## src/rtl/scan_disk_request_order_core_assert.svh

```systemverilog
// Assertion macros used by the core RTL file.
// Each macro takes a label, the clock, the active-low reset, an antecedent,
// a consequent and a message.
`ifndef SCAN_DISK_REQUEST_ORDER_CORE_ASSERT_SVH
`define SCAN_DISK_REQUEST_ORDER_CORE_ASSERT_SVH

`ifndef SYNTHESIS
// Same-cycle implication
`define SCDRO_ASSERT_IMP(label, clk, rst_n, ante, cons, msg) \
  label: assert property (@(posedge clk) disable iff (!rst_n) (ante) |-> (cons)) \
    else $error(msg);
// Next-cycle implication
`define SCDRO_ASSERT_NXT(label, clk, rst_n, ante, cons, msg) \
  label: assert property (@(posedge clk) disable iff (!rst_n) (ante) |=> (cons)) \
    else $error(msg);
`else
`define SCDRO_ASSERT_IMP(label, clk, rst_n, ante, cons, msg)
`define SCDRO_ASSERT_NXT(label, clk, rst_n, ante, cons, msg)
`endif

`endif

```

## src/rtl/scdro_pkg.sv

```systemverilog
package scdro_pkg;

  // Sizes
  localparam int unsigned MAX_REQUESTS = 16;
  localparam int unsigned TRACK_W      = 12;
  localparam int unsigned SEEK_W       = 13;
  localparam int unsigned IDX_W        = (MAX_REQUESTS > 1) ? $clog2(MAX_REQUESTS) : 1;
  localparam int unsigned CNT_W        = $clog2(MAX_REQUESTS + 1);

  typedef logic [TRACK_W-1:0] track_t;
  typedef logic [SEEK_W-1:0]  seek_t;
  typedef logic [CNT_W-1:0]   cnt_t;
  typedef logic [IDX_W-1:0]   idx_t;

  localparam seek_t SEEK_MAX = {SEEK_W{1'b1}};
  localparam cnt_t  CNT_FULL = CNT_W'(MAX_REQUESTS);

  // Control from the sequencer to the request store
  typedef struct packed {
    logic   wr;
    track_t wr_data;
    logic   clr_cnt;
    logic   clr_used;
    logic   mark;
    idx_t   mark_idx;
    idx_t   rd_idx;
  } store_ctl_t;

endpackage

```

## src/rtl/scdro_if.sv

```systemverilog
// Request channel
interface scdro_req_if;
  import scdro_pkg::*;
  logic   valid;
  logic   ready;
  track_t request_track;
  logic   last_request;
  modport source (output valid, output request_track, output last_request, input ready);
  modport sink (input valid, input request_track, input last_request, output ready);
endinterface

// Result channel
interface scdro_res_if;
  import scdro_pkg::*;
  logic   valid;
  logic   ready;
  track_t served_track;
  seek_t  seek_total;
  logic   last_result;
  modport source (output valid, output served_track, output seek_total, output last_result,
                  input ready);
  modport sink (input valid, input served_track, input seek_total, input last_result,
                output ready);
endinterface

// Head position write channel
interface scdro_cfg_if;
  import scdro_pkg::*;
  logic   valid;
  logic   ready;
  track_t head_position;
  modport source (output valid, output head_position, input ready);
  modport sink (input valid, input head_position, output ready);
endinterface

```

## src/rtl/scdro_store.sv

```systemverilog
module scdro_store
  import scdro_pkg::*;
(
  input  logic                    clk_i,
  input  logic                    rst_ni,
  input  store_ctl_t              ctl_i,
  output track_t                  rd_data_o,
  output cnt_t                    count_o,
  output logic [MAX_REQUESTS-1:0] used_o
);

  track_t                  mem_q [MAX_REQUESTS];
  cnt_t                    count_q;
  logic [MAX_REQUESTS-1:0] used_q;

  // Request storage, appended in arrival order
  always_ff @(posedge clk_i) begin
    if (ctl_i.wr) begin
      mem_q[count_q[IDX_W-1:0]] <= ctl_i.wr_data;
    end
  end

  // Fill count
  always_ff @(posedge clk_i or negedge rst_ni) begin
    if (!rst_ni) begin
      count_q <= '0;
    end else if (ctl_i.clr_cnt) begin
      count_q <= '0;
    end else if (ctl_i.wr) begin
      count_q <= count_q + cnt_t'(1);
    end
  end

  // Entries already served in this batch
  always_ff @(posedge clk_i or negedge rst_ni) begin
    if (!rst_ni) begin
      used_q <= '0;
    end else if (ctl_i.clr_used) begin
      used_q <= '0;
    end else if (ctl_i.mark) begin
      used_q[ctl_i.mark_idx] <= 1'b1;
    end
  end

  assign rd_data_o = mem_q[ctl_i.rd_idx];
  assign count_o   = count_q;
  assign used_o    = used_q;

endmodule

```

## src/rtl/scdro_eval.sv

```systemverilog
// Shared candidate compare and distance unit
module scdro_eval
  import scdro_pkg::*;
(
  input  track_t cand_i,
  input  logic   cand_used_i,
  input  track_t head_i,
  input  track_t best_i,
  input  logic   found_i,
  input  logic   phase_dn_i,
  input  track_t pos_i,
  output logic   take_o,
  output track_t travel_o
);

  logic above, below, beats_up, beats_dn;

  always_comb begin
    above    = cand_i > head_i;
    below    = cand_i < head_i;
    // strict compare keeps the earliest copy of a duplicate first
    beats_up = !found_i || (cand_i < best_i);
    beats_dn = !found_i || (cand_i > best_i);
    if (phase_dn_i) begin
      take_o = !cand_used_i && below && beats_dn;
    end else begin
      take_o = !cand_used_i && above && beats_up;
    end
  end

  // Head travel from the current position to the chosen track
  assign travel_o = (best_i >= pos_i) ? (best_i - pos_i) : (pos_i - best_i);

endmodule

```

## src/rtl/scan_disk_request_order_core.sv

```systemverilog
// A non-final request beat is stored unless it matches the head position or the store
// is full, and yields no result. After the final beat, each result follows one scan of
// the stored requests by the shared compare unit, and the turn takes one more scan.
// Throughput: 1 request beat per cycle while loading; the input is not ready
// while the ordering runs. Reset clears the fill count, served flags, state and head
// (0); request storage is not cleared.
`include "scan_disk_request_order_core_assert.svh"

module scan_disk_request_order_core
  import scdro_pkg::*;
(
  input  logic        clk_i,
  input  logic        rst_ni,
  scdro_req_if.sink   req_i,
  scdro_res_if.source res_o,
  scdro_cfg_if.sink   cfg_i
);

  localparam logic S_LOAD = 1'b0;
  localparam logic S_SCAN = 1'b1;
  localparam logic PH_UP  = 1'b0;
  localparam logic PH_DN  = 1'b1;

  logic   state_q, phase_q, found_q;
  cnt_t   idx_q;
  idx_t   best_idx_q;
  track_t best_q, pend_track_q, head_q;
  seek_t  pend_seek_q;

  logic   res_valid_q, res_last_q;
  track_t res_track_q;
  seek_t  res_seek_q;

  store_ctl_t              ctl;
  track_t                  rd_data, travel;
  cnt_t                    count;
  logic [MAX_REQUESTS-1:0] used;
  logic                    take, req_acc, scan_more, out_free, push_mid, push_last;
  logic [SEEK_W:0]         seek_sum;
  seek_t                   seek_next;

  // Head position register
  assign cfg_i.ready = 1'b1;
  always_ff @(posedge clk_i or negedge rst_ni) begin
    if (!rst_ni) begin
      head_q <= '0;
    end else if (cfg_i.valid) begin
      head_q <= cfg_i.head_position;
    end
  end

  // Handshake and scan control
  assign req_i.ready = (state_q == S_LOAD);
  assign req_acc     = req_i.valid && req_i.ready;
  assign scan_more   = (state_q == S_SCAN) && (idx_q < count);
  assign out_free    = !res_valid_q || res_o.ready;
  assign push_mid    = (state_q == S_SCAN) && !scan_more && found_q && out_free;
  assign push_last   = (state_q == S_SCAN) && !scan_more && !found_q && (phase_q == PH_DN)
                       && out_free;

  always_comb begin
    ctl.wr       = req_acc && (req_i.request_track != head_q) && (count < CNT_FULL);
    ctl.wr_data  = req_i.request_track;
    ctl.clr_cnt  = push_last;
    ctl.clr_used = req_acc && req_i.last_request;
    ctl.mark     = push_mid;
    ctl.mark_idx = best_idx_q;
    ctl.rd_idx   = idx_q[IDX_W-1:0];
  end

  scdro_store u_store (
    .clk_i    (clk_i),
    .rst_ni   (rst_ni),
    .ctl_i    (ctl),
    .rd_data_o(rd_data),
    .count_o  (count),
    .used_o   (used)
  );

  scdro_eval u_eval (
    .cand_i     (rd_data),
    .cand_used_i(used[idx_q[IDX_W-1:0]]),
    .head_i     (head_q),
    .best_i     (best_q),
    .found_i    (found_q),
    .phase_dn_i (phase_q == PH_DN),
    .pos_i      (pend_track_q),
    .take_o     (take),
    .travel_o   (travel)
  );

  // Running seek total, saturating
  assign seek_sum  = {1'b0, pend_seek_q} + (SEEK_W + 1)'(travel);
  assign seek_next = seek_sum[SEEK_W] ? SEEK_MAX : seek_sum[SEEK_W-1:0];

  // Sequencer control state
  always_ff @(posedge clk_i or negedge rst_ni) begin
    if (!rst_ni) begin
      state_q <= S_LOAD;
      phase_q <= PH_UP;
      found_q <= 1'b0;
      idx_q   <= '0;
    end else begin
      unique case (state_q)
        S_LOAD: begin
          if (req_acc && req_i.last_request) begin
            state_q <= S_SCAN;
            phase_q <= PH_UP;
            found_q <= 1'b0;
            idx_q   <= '0;
          end
        end
        S_SCAN: begin
          if (scan_more) begin
            if (take) begin
              found_q <= 1'b1;
            end
            idx_q <= idx_q + cnt_t'(1);
          end else if (found_q) begin
            if (out_free) begin
              found_q <= 1'b0;
              idx_q   <= '0;
            end
          end else if (phase_q == PH_UP) begin
            phase_q <= PH_DN;
            idx_q   <= '0;
          end else if (out_free) begin
            state_q <= S_LOAD;
          end
        end
        default: begin
          state_q <= S_LOAD;
        end
      endcase
    end
  end

  // Sequencer payload: best candidate and the pending result
  always_ff @(posedge clk_i) begin
    if (req_acc && req_i.last_request) begin
      pend_track_q <= head_q;
      pend_seek_q  <= '0;
    end else if (push_mid) begin
      pend_track_q <= best_q;
      pend_seek_q  <= seek_next;
    end
    if (scan_more && take) begin
      best_q     <= rd_data;
      best_idx_q <= idx_q[IDX_W-1:0];
    end
  end

  // Output register
  always_ff @(posedge clk_i or negedge rst_ni) begin
    if (!rst_ni) begin
      res_valid_q <= 1'b0;
    end else if (push_mid || push_last) begin
      res_valid_q <= 1'b1;
    end else if (res_o.ready) begin
      res_valid_q <= 1'b0;
    end
  end

  always_ff @(posedge clk_i) begin
    if (push_mid || push_last) begin
      res_track_q <= pend_track_q;
      res_seek_q  <= pend_seek_q;
      res_last_q  <= push_last;
    end
  end

  assign res_o.valid        = res_valid_q;
  assign res_o.served_track = res_track_q;
  assign res_o.seek_total   = res_seek_q;
  assign res_o.last_result  = res_last_q;

  // Checks
  `SCDRO_ASSERT_IMP(a_idx_bound, clk_i, rst_ni, state_q == S_SCAN, idx_q <= count, "scan index past fill count")
  `SCDRO_ASSERT_NXT(a_last_clears, clk_i, rst_ni, push_last, (count == '0) && (state_q == S_LOAD), "batch not cleared after final beat")
  `SCDRO_ASSERT_IMP(a_mark_fresh, clk_i, rst_ni, push_mid, !used[best_idx_q], "entry served twice")

endmodule
```

## src/flat_wrapper.sv

```systemverilog
// flat-port wrapper written by rule: the top's interface ports become plain ports
module scan_disk_request_order_core_flat import scdro_pkg::*;
  (clk_i, rst_ni, req_i_valid, req_i_request_track, req_i_last_request, req_i_ready, res_o_valid, res_o_served_track, res_o_seek_total, res_o_last_result, res_o_ready, cfg_i_valid, cfg_i_head_position, cfg_i_ready);
  scdro_req_if req_i_i ();
  scdro_res_if res_o_i ();
  scdro_cfg_if cfg_i_i ();
  input  logic clk_i;
  input  logic rst_ni;
  input wire logic [$bits(req_i_i.valid)-1:0] req_i_valid;
  input wire logic [$bits(req_i_i.request_track)-1:0] req_i_request_track;
  input wire logic [$bits(req_i_i.last_request)-1:0] req_i_last_request;
  output wire logic [$bits(req_i_i.ready)-1:0] req_i_ready;
  output wire logic [$bits(res_o_i.valid)-1:0] res_o_valid;
  output wire logic [$bits(res_o_i.served_track)-1:0] res_o_served_track;
  output wire logic [$bits(res_o_i.seek_total)-1:0] res_o_seek_total;
  output wire logic [$bits(res_o_i.last_result)-1:0] res_o_last_result;
  input wire logic [$bits(res_o_i.ready)-1:0] res_o_ready;
  input wire logic [$bits(cfg_i_i.valid)-1:0] cfg_i_valid;
  input wire logic [$bits(cfg_i_i.head_position)-1:0] cfg_i_head_position;
  output wire logic [$bits(cfg_i_i.ready)-1:0] cfg_i_ready;
  assign req_i_i.valid = req_i_valid;
  assign req_i_i.request_track = req_i_request_track;
  assign req_i_i.last_request = req_i_last_request;
  assign req_i_ready = req_i_i.ready;
  assign res_o_valid = res_o_i.valid;
  assign res_o_served_track = res_o_i.served_track;
  assign res_o_seek_total = res_o_i.seek_total;
  assign res_o_last_result = res_o_i.last_result;
  assign res_o_i.ready = res_o_ready;
  assign cfg_i_i.valid = cfg_i_valid;
  assign cfg_i_i.head_position = cfg_i_head_position;
  assign cfg_i_ready = cfg_i_i.ready;
  scan_disk_request_order_core u_core (.clk_i(clk_i), .rst_ni(rst_ni), .req_i(req_i_i), .res_o(res_o_i), .cfg_i(cfg_i_i));
endmodule
```

## config.mk

```make
export PLATFORM = sky130hd
export DESIGN_NAME = scan_disk_request_order_core_flat
export DESIGN_NICKNAME = d
export VERILOG_FILES = /design/src/rtl/scdro_pkg.sv /design/src/rtl/scdro_if.sv /design/src/rtl/scdro_store.sv /design/src/rtl/scdro_eval.sv /design/src/rtl/scan_disk_request_order_core.sv /design/src/flat_wrapper.sv
export VERILOG_INCLUDE_DIRS = /design/src /design/src/rtl
export SDC_FILE = /design/constraint.sdc
export NUM_CORES = 1
export LEC_CHECK = 0
export BUFFER_PORTS_ARGS = -buffer_cell sky130_fd_sc_hd__buf_2
export CAP_MARGIN = 10
export CELL_PAD_IN_SITES_DETAIL_PLACEMENT = 0
export CELL_PAD_IN_SITES_GLOBAL_PLACEMENT = 2
export CORE_MARGIN = 2
export CORE_UTILIZATION = 45
export DETAILED_ROUTE_END_ITERATION = 16
export GPL_TIMING_DRIVEN = 0
export HOLD_SLACK_MARGIN = 0.08
export PLACE_DENSITY_LB_ADDON = 0.12
export SYNTH_ARGS = -nofsm -noshare
export SYNTH_HDL_FRONTEND = slang
export SYNTH_SLANG_ARGS = --single-unit
```

## constraint.sdc

```tcl
create_clock -name clk_i -period 5.74 [get_ports clk_i]
set_input_delay 0.574 -clock clk_i [delete_from_list [all_inputs] [get_ports clk_i]]
set_output_delay 0.574 -clock clk_i [all_outputs]
set_load 0.05 [all_outputs]
```

After elaboration in Yosys (flattened, before gate mapping)
Memory sizes are Yosys's and may differ from the RTL's.
Index checks and enable logic that the tools add are counted.

word-level totals
  memories kept = 1
  word-level logic and storage cells = 108
  bits in registers = 109
  output and inout port bits = 29
  RAM bits = 192
  input bits = 30

memories
  name                  words  width  read ports  clocked after memory_dff  write ports  line               RTL
  u_core.u_store.mem_q  16     12     1           0                         1            scdro_store.sv:12  track_t mem_q [MAX_REQUESTS];

cells by class
  eq/ne operators = 7
  add/subtract/negate cells = 5
  bitwise logic cells = 2
  reduce and logical (&&, ||, !) cells = 31
  multiplexer cells = 37
  order comparisons = 10

operators by type and width
  cell                 number
  $mux 12              3
  $mux 5               7
  $mux 16              2
  $gt 12x12->1         2
  $lt 12x12->1         2
  $sub 12x12->12       2
  $mux 1               18
  $logic_and 1x1->1    17
  $or 16x16->16        1
  $add 13x12->14       1
  $mux 13              1
  $ge 12x12->1         1
  $ne 12x12->1         1
  $add 5x1->5 const B  2
  $lt 4x5->1 const B   2
  $pmux 5 s2           1
  $ne 4x4->1 const B   2
  $ne 2x2->1 const B   3
  $pmux 1 s2           3
  $reduce_and 3->1     2
  $reduce_bool 2->1    3
  $lt 5x5->1           1
  $lt 5x5->1 const B   1
  $bmux 1 s4           1
  7 further kinds      13

Longest topological paths before layout
  word-level depth = 9
  gate-level depth with buffers = 21
  depth with buffers taken out = 18

Modules after synthesis
A second synthesis with hierarchy kept.

unflattened totals
  cell total of the unflattened synthesis = 962
  area total of the unflattened synthesis = 14020.9 um^2

modules (own cells, without submodules)
  module                        cells each  times used  area each (um^2)  sequential area each (um^2)
  scdro_store                   405         1           8237.9            6291.0
  scan_disk_request_order_core  324         1           4047.6            2407.3
  scdro_eval                    233         1           1735.4            0.0

Worst setup path after synthesis
Ideal clock, no wire load.

  path kind = reg-to-reg
  start point = register u_core.idx_q[0]
  end point = register u_core.best_idx_q[0], enable pin
  stages on the path, launching flop included = 12
  arrival = 4.770 ns
  slack = 0.547 ns
  setup time = 0.422 ns
  clock period less this slack = 5.193 ns
  data required time = 5.318 ns
  buffers on the path = 2
  path through = dfrtp_1 > buf_2 > buf_2 > mux4_2 > mux4_2 > ha_1 > nor2b_1 > o211ai_1 > a211oi_1 > nor3_1 > or3b_2 > a311oi_1

on the way
  elaborated cells on any way between the ends = 18
  those cells by class = order compare: 5; mux: 3; reduce/logical: 9; memory: 1

RTL lines
  element                                      line                                 RTL
  start: declaration                           scan_disk_request_order_core.sv:25   cnt_t idx_q;
  start signal: assignment                     scan_disk_request_order_core.sv:118  idx_q <= idx_q + cnt_t'(1);
  $mem_v2 16x12 *                              n/a
  named net u_core.rd_data[1]                  scan_disk_request_order_core.sv:35   track_t rd_data, travel;
  $gt 12x12->1 (tied with other cells)         scdro_eval.sv:19                     above = cand_i > head_i;
  $logic_and 1x1->1 (tied with other cells)    scdro_eval.sv:27                     take_o = !cand_used_i && above && beats_up;
  $logic_and 1x1->1, on equally long branches  scdro_eval.sv:27, scdro_eval.sv:25
  $mux 1 *                                     scdro_eval.sv:24                     if (phase_dn_i) begin
  $logic_and 1x1->1 *                          scan_disk_request_order_core.sv:147  if (scan_more && take) begin
  end signal: assignment                       scan_disk_request_order_core.sv:149  best_idx_q <= idx_q[IDX_W-1:0];
  end: declaration                             scan_disk_request_order_core.sv:26   idx_t best_idx_q;

Mark *: on every way through the listed nets, which the timed path passes. The rest lies on a longest branch. The select of a mux whose other input is x is not followed.
A chain may end at the register's enable or synchronous reset.

Worst setup path after layout
  start point = register u_core.idx_q[0]
  end point = register u_core.best_q[11], enable pin

on the way
  elaborated cells on any way between the ends = 18
  those cells by class = order compare: 5; mux: 3; reduce/logical: 9; memory: 1

RTL lines
  element                                      line                                 RTL
  $mem_v2 16x12 *                              n/a
  named net u_core.rd_data[5]                  scan_disk_request_order_core.sv:35
  $gt 12x12->1 (tied with other cells)         scdro_eval.sv:19
  $logic_and 1x1->1 (tied with other cells)    scdro_eval.sv:27
  $logic_and 1x1->1, on equally long branches  scdro_eval.sv:27, scdro_eval.sv:25
  $mux 1 *                                     scdro_eval.sv:24
  $logic_and 1x1->1 *                          scan_disk_request_order_core.sv:147
  end signal: assignment                       scan_disk_request_order_core.sv:148  best_q <= rd_data;
  end: declaration                             scan_disk_request_order_core.sv:27   track_t best_q, pend_track_q, head_q;

Marked as above.

==> out/qor.yml <==
status: "complete, no violations"
grt_max_degree: 43
fin_area_um2: 15610
fin_crit_ns: 5.312
overflow: 0
detail_route.vias_per_cell: 5.447
routedWlPerCell_um: 21.72
pwr_density_cell_nw_per_um2: 640.8
ios: 59
met1_length_mm: 13.74
cts_htree_levels: 1
rrSetupSlack_ns: 0.43
maxUsedRoutingLayer: "met4"
setup_viol: 0
seq_area_frac_synth_pct: 63.36
crit_path_max_fanout: 11
wl_met3_mm: 1.002
holdWs_ns: 0.1803
wl_met2_mm: 15.37
synth_cells: 911
worstPathArrival_ns: 5.60
synth_fp_nets: 1013
fin_nets: 1113
worst_ep_required_time_ns: 6.03
yosysWarnings: 0
die_h_um: 178.7
max_cap_viol_count: 0
grt_pass1_vias: 8111
fp-row-count: 63
cts_buffers: 31
antenna_found_initial: 0
clock.fmax_mhz: 188.3
grt_pass1_wl_mm: 48.58
p_leak_nw: 5.834
netlist_area_um2: 13730
drc: 0
drive_gt1_share_pct: 20.77
clk_latency_ns: 0.58
synth_ff_type: "edfxtp_1"
path_clk_slew_ns: 0.06
clock-root-buffer: "clkbuf_16"
cts.path.max_buffers: 3
ys_ff_latch: 301
cts_tree: "done"
place_congestion: 0.7813
synth_compound_area_share_pct: 8.048
rsz0062_at_grt: "false"
rr_endpoint: "u_core.best_q[11]$_DFFE_PP_"
dr.pass1.iters: 5
synth.area.mux_share_pct: 11.14
io_buffers: 57
slew-limit-headroom_pct: 21.70
ir_worst_vdd_v: 0.0002423
hpwl_mm: 22.77
antenna_cells: 0
tns_ns: 0
synth_edf_count: 246
yosys.area_share.simple_pct: 5.815
synth_top_family_by_area: "multiplexers"
synth_adder_area_share_pct: 6.726
dieArea_um2: 31920
die_x_um: 178.7
total_power_mw: 10.00
grt_usage_pct: 20.37
final_cell_mix: "246 x edfxtp_1, 69 x ha_1, 66 x buf_2, 64 x mux4_2, 53 x nor2_1"
drt_iter0_drc: 504
slew_viol_final: 0
critPathKind: "flop to flop"
startpoint_type: "flop"
synth.avg_cell_area_um2: 15.07
final_util_pct: 52.25
skew_ns: 0.01721
ys_types: 59
final-hold-violation-count: 0
r2r_start: "u_core.idx_q[0]$_DFFE_PN0P_"
postRouteAntennaNets: 0
tightestPinTransition_ns: 1.170
via_count: 7762
hold_path.class: "input port to async pin"
synth_xor_area_share_pct: 2.233
ctsHoldBuffers: 0
start_util_pct: 45.95
cp-end-kind: "flop"
synthArstFlopShare_pct: 13.95
wl_mm: 30.95
post-route-period-util_pct: 92.54
cts.sinks: 301
layout_commonest_cell: "edfxtp_1"
core_um2: 29870
synthToLayoutAreaGrowth_pct: 13.70
reg2regPathDepth: 11
dpl_cell_area_um2: 14610
-- power breakdown --
part / switching (mW) / internal, mW
Clock: 0.832 / 1.09
Sequential: 0.232 / 2.90
Combinational: 3.01 / 1.94
Total: 4.07 / 5.93
-- cells by family after synthesis --
| family | Yosys count |
|---|---|
| AND/OR/NAND/NOR | 174 |
| multiplexers | 72 |
| AO/OA/AOI/OAI | 167 |
| flip-flops | 301 |
| XOR/XNOR | 35 |
| other | 1 |
| buffers and inverters | 89 |
| adder cells (fa/ha/maj) | 72 |
-- flip-flops by register name, summed over array words and instances (netlist names), 4 cells and up --
name / cells
u_core.head_q: 12
u_core.idx_q: 5
u_core.pend_seek_q: 13
u_core.u_store.used_o: 16
u_core.best_q: 12
u_core.u_store.mem_q: 192
u_core.best_idx_q: 4
u_core.res_o.served_track: 12
u_core.pend_track_q: 12
u_core.u_store.count_o: 5
u_core.res_o.seek_total: 13
-- critical path: stages (launching register included) --
cell and delay, ns:
dfrtp_1 0.42, buf_2 0.37, buf_2 0.47, mux4_2 0.61, mux4_2 0.59, ha_1 0.35
a21o_1 0.19, a221o_1 0.30, a2111oi_0 0.68, nand2_1 0.19, a311oi_4 0.61, buf_8 0.23
-- per-layer routing --
layer	track usage, %	up-vias
met5	0	-
met4	5.793	0
met3	2.651	47
met2	35.15	126
met1	27.18	3876
li1	-	3713
-- cells in the mapped netlist, types with 17 or more instances --
| cell | n | area [um^2] |
|---|---|---|
| a21oi_1 | 46 | 230.2 |
| clkbuf_1 | 25 | 93.84 |
| dfrtp_1 | 42 | 1051 |
| edfxtp_1 | 246 | 7387 |
| ha_1 | 69 | 863.3 |
| inv_1 | 52 | 195.2 |
| mux4_2 | 64 | 1441 |
| nand2_1 | 50 | 187.7 |
| nor2_1 | 53 | 198.9 |
| nor3_1 | 17 | 85.08 |
| o21ai_0 | 40 | 200.2 |
| xor2_1 | 19 | 166.4 |
-- how the worst max path moves through the flow --
| stage | slack, ns | endpoint | from | cells after the start |
|---|---|---|---|---|
| floorplan | 0.55 | u_core.best_idx_q[0]$_DFFE_PP_ | u_core.idx_q[0]$_DFFE_PN0P_ | 11 |
| global placement | -1.37 | u_core.best_q[10]$_DFFE_PP_ | u_core.idx_q[1]$_DFFE_PN0P_ | 11 |
| detailed placement | 0.11 | u_core.best_q[10]$_DFFE_PP_ | u_core.idx_q[1]$_DFFE_PN0P_ | 11 |
| CTS | 0.1 | u_core.best_q[11]$_DFFE_PP_ | u_core.idx_q[1]$_DFFE_PN0P_ | 11 |
| global route | 0.03 | u_core.best_q[11]$_DFFE_PP_ | u_core.idx_q[1]$_DFFE_PN0P_ | 11 |
| finish | 0.43 | u_core.best_q[11]$_DFFE_PP_ | u_core.idx_q[0]$_DFFE_PN0P_ | 11 |
-- stage by stage --
step	std cells	setup WS [ns]
3_3_place_gp	1358	-1.372
2_1_floorplan	911	0.5474
5_1_grt	1425	0.03352
4_1_cts	1421	0.09745
6_report	1425	0.4284
3_5_place_dp	1364	0.1087
-- area by class of cell --
type / count / area, um^2
Tap cell: 390 / 488.0
Buffer: 37 / 173.9
Sequential cell: 301 / 8698
Fill cell: 2540 / 14270
Multi-Input combinational cell: 521 / 4703
Timing Repair Buffer: 67 / 382.9
Inverter: 52 / 195.2
Clock buffer: 45 / 868.3
Clock inverter: 12 / 98.84
-- timing repair --
item                                    in CTS  in global routing
setup buffers                                0                  0
endpoints found under the setup margin       0                 14
gates resized for setup                      0                  9
Power figures use the tool's default switching activity.
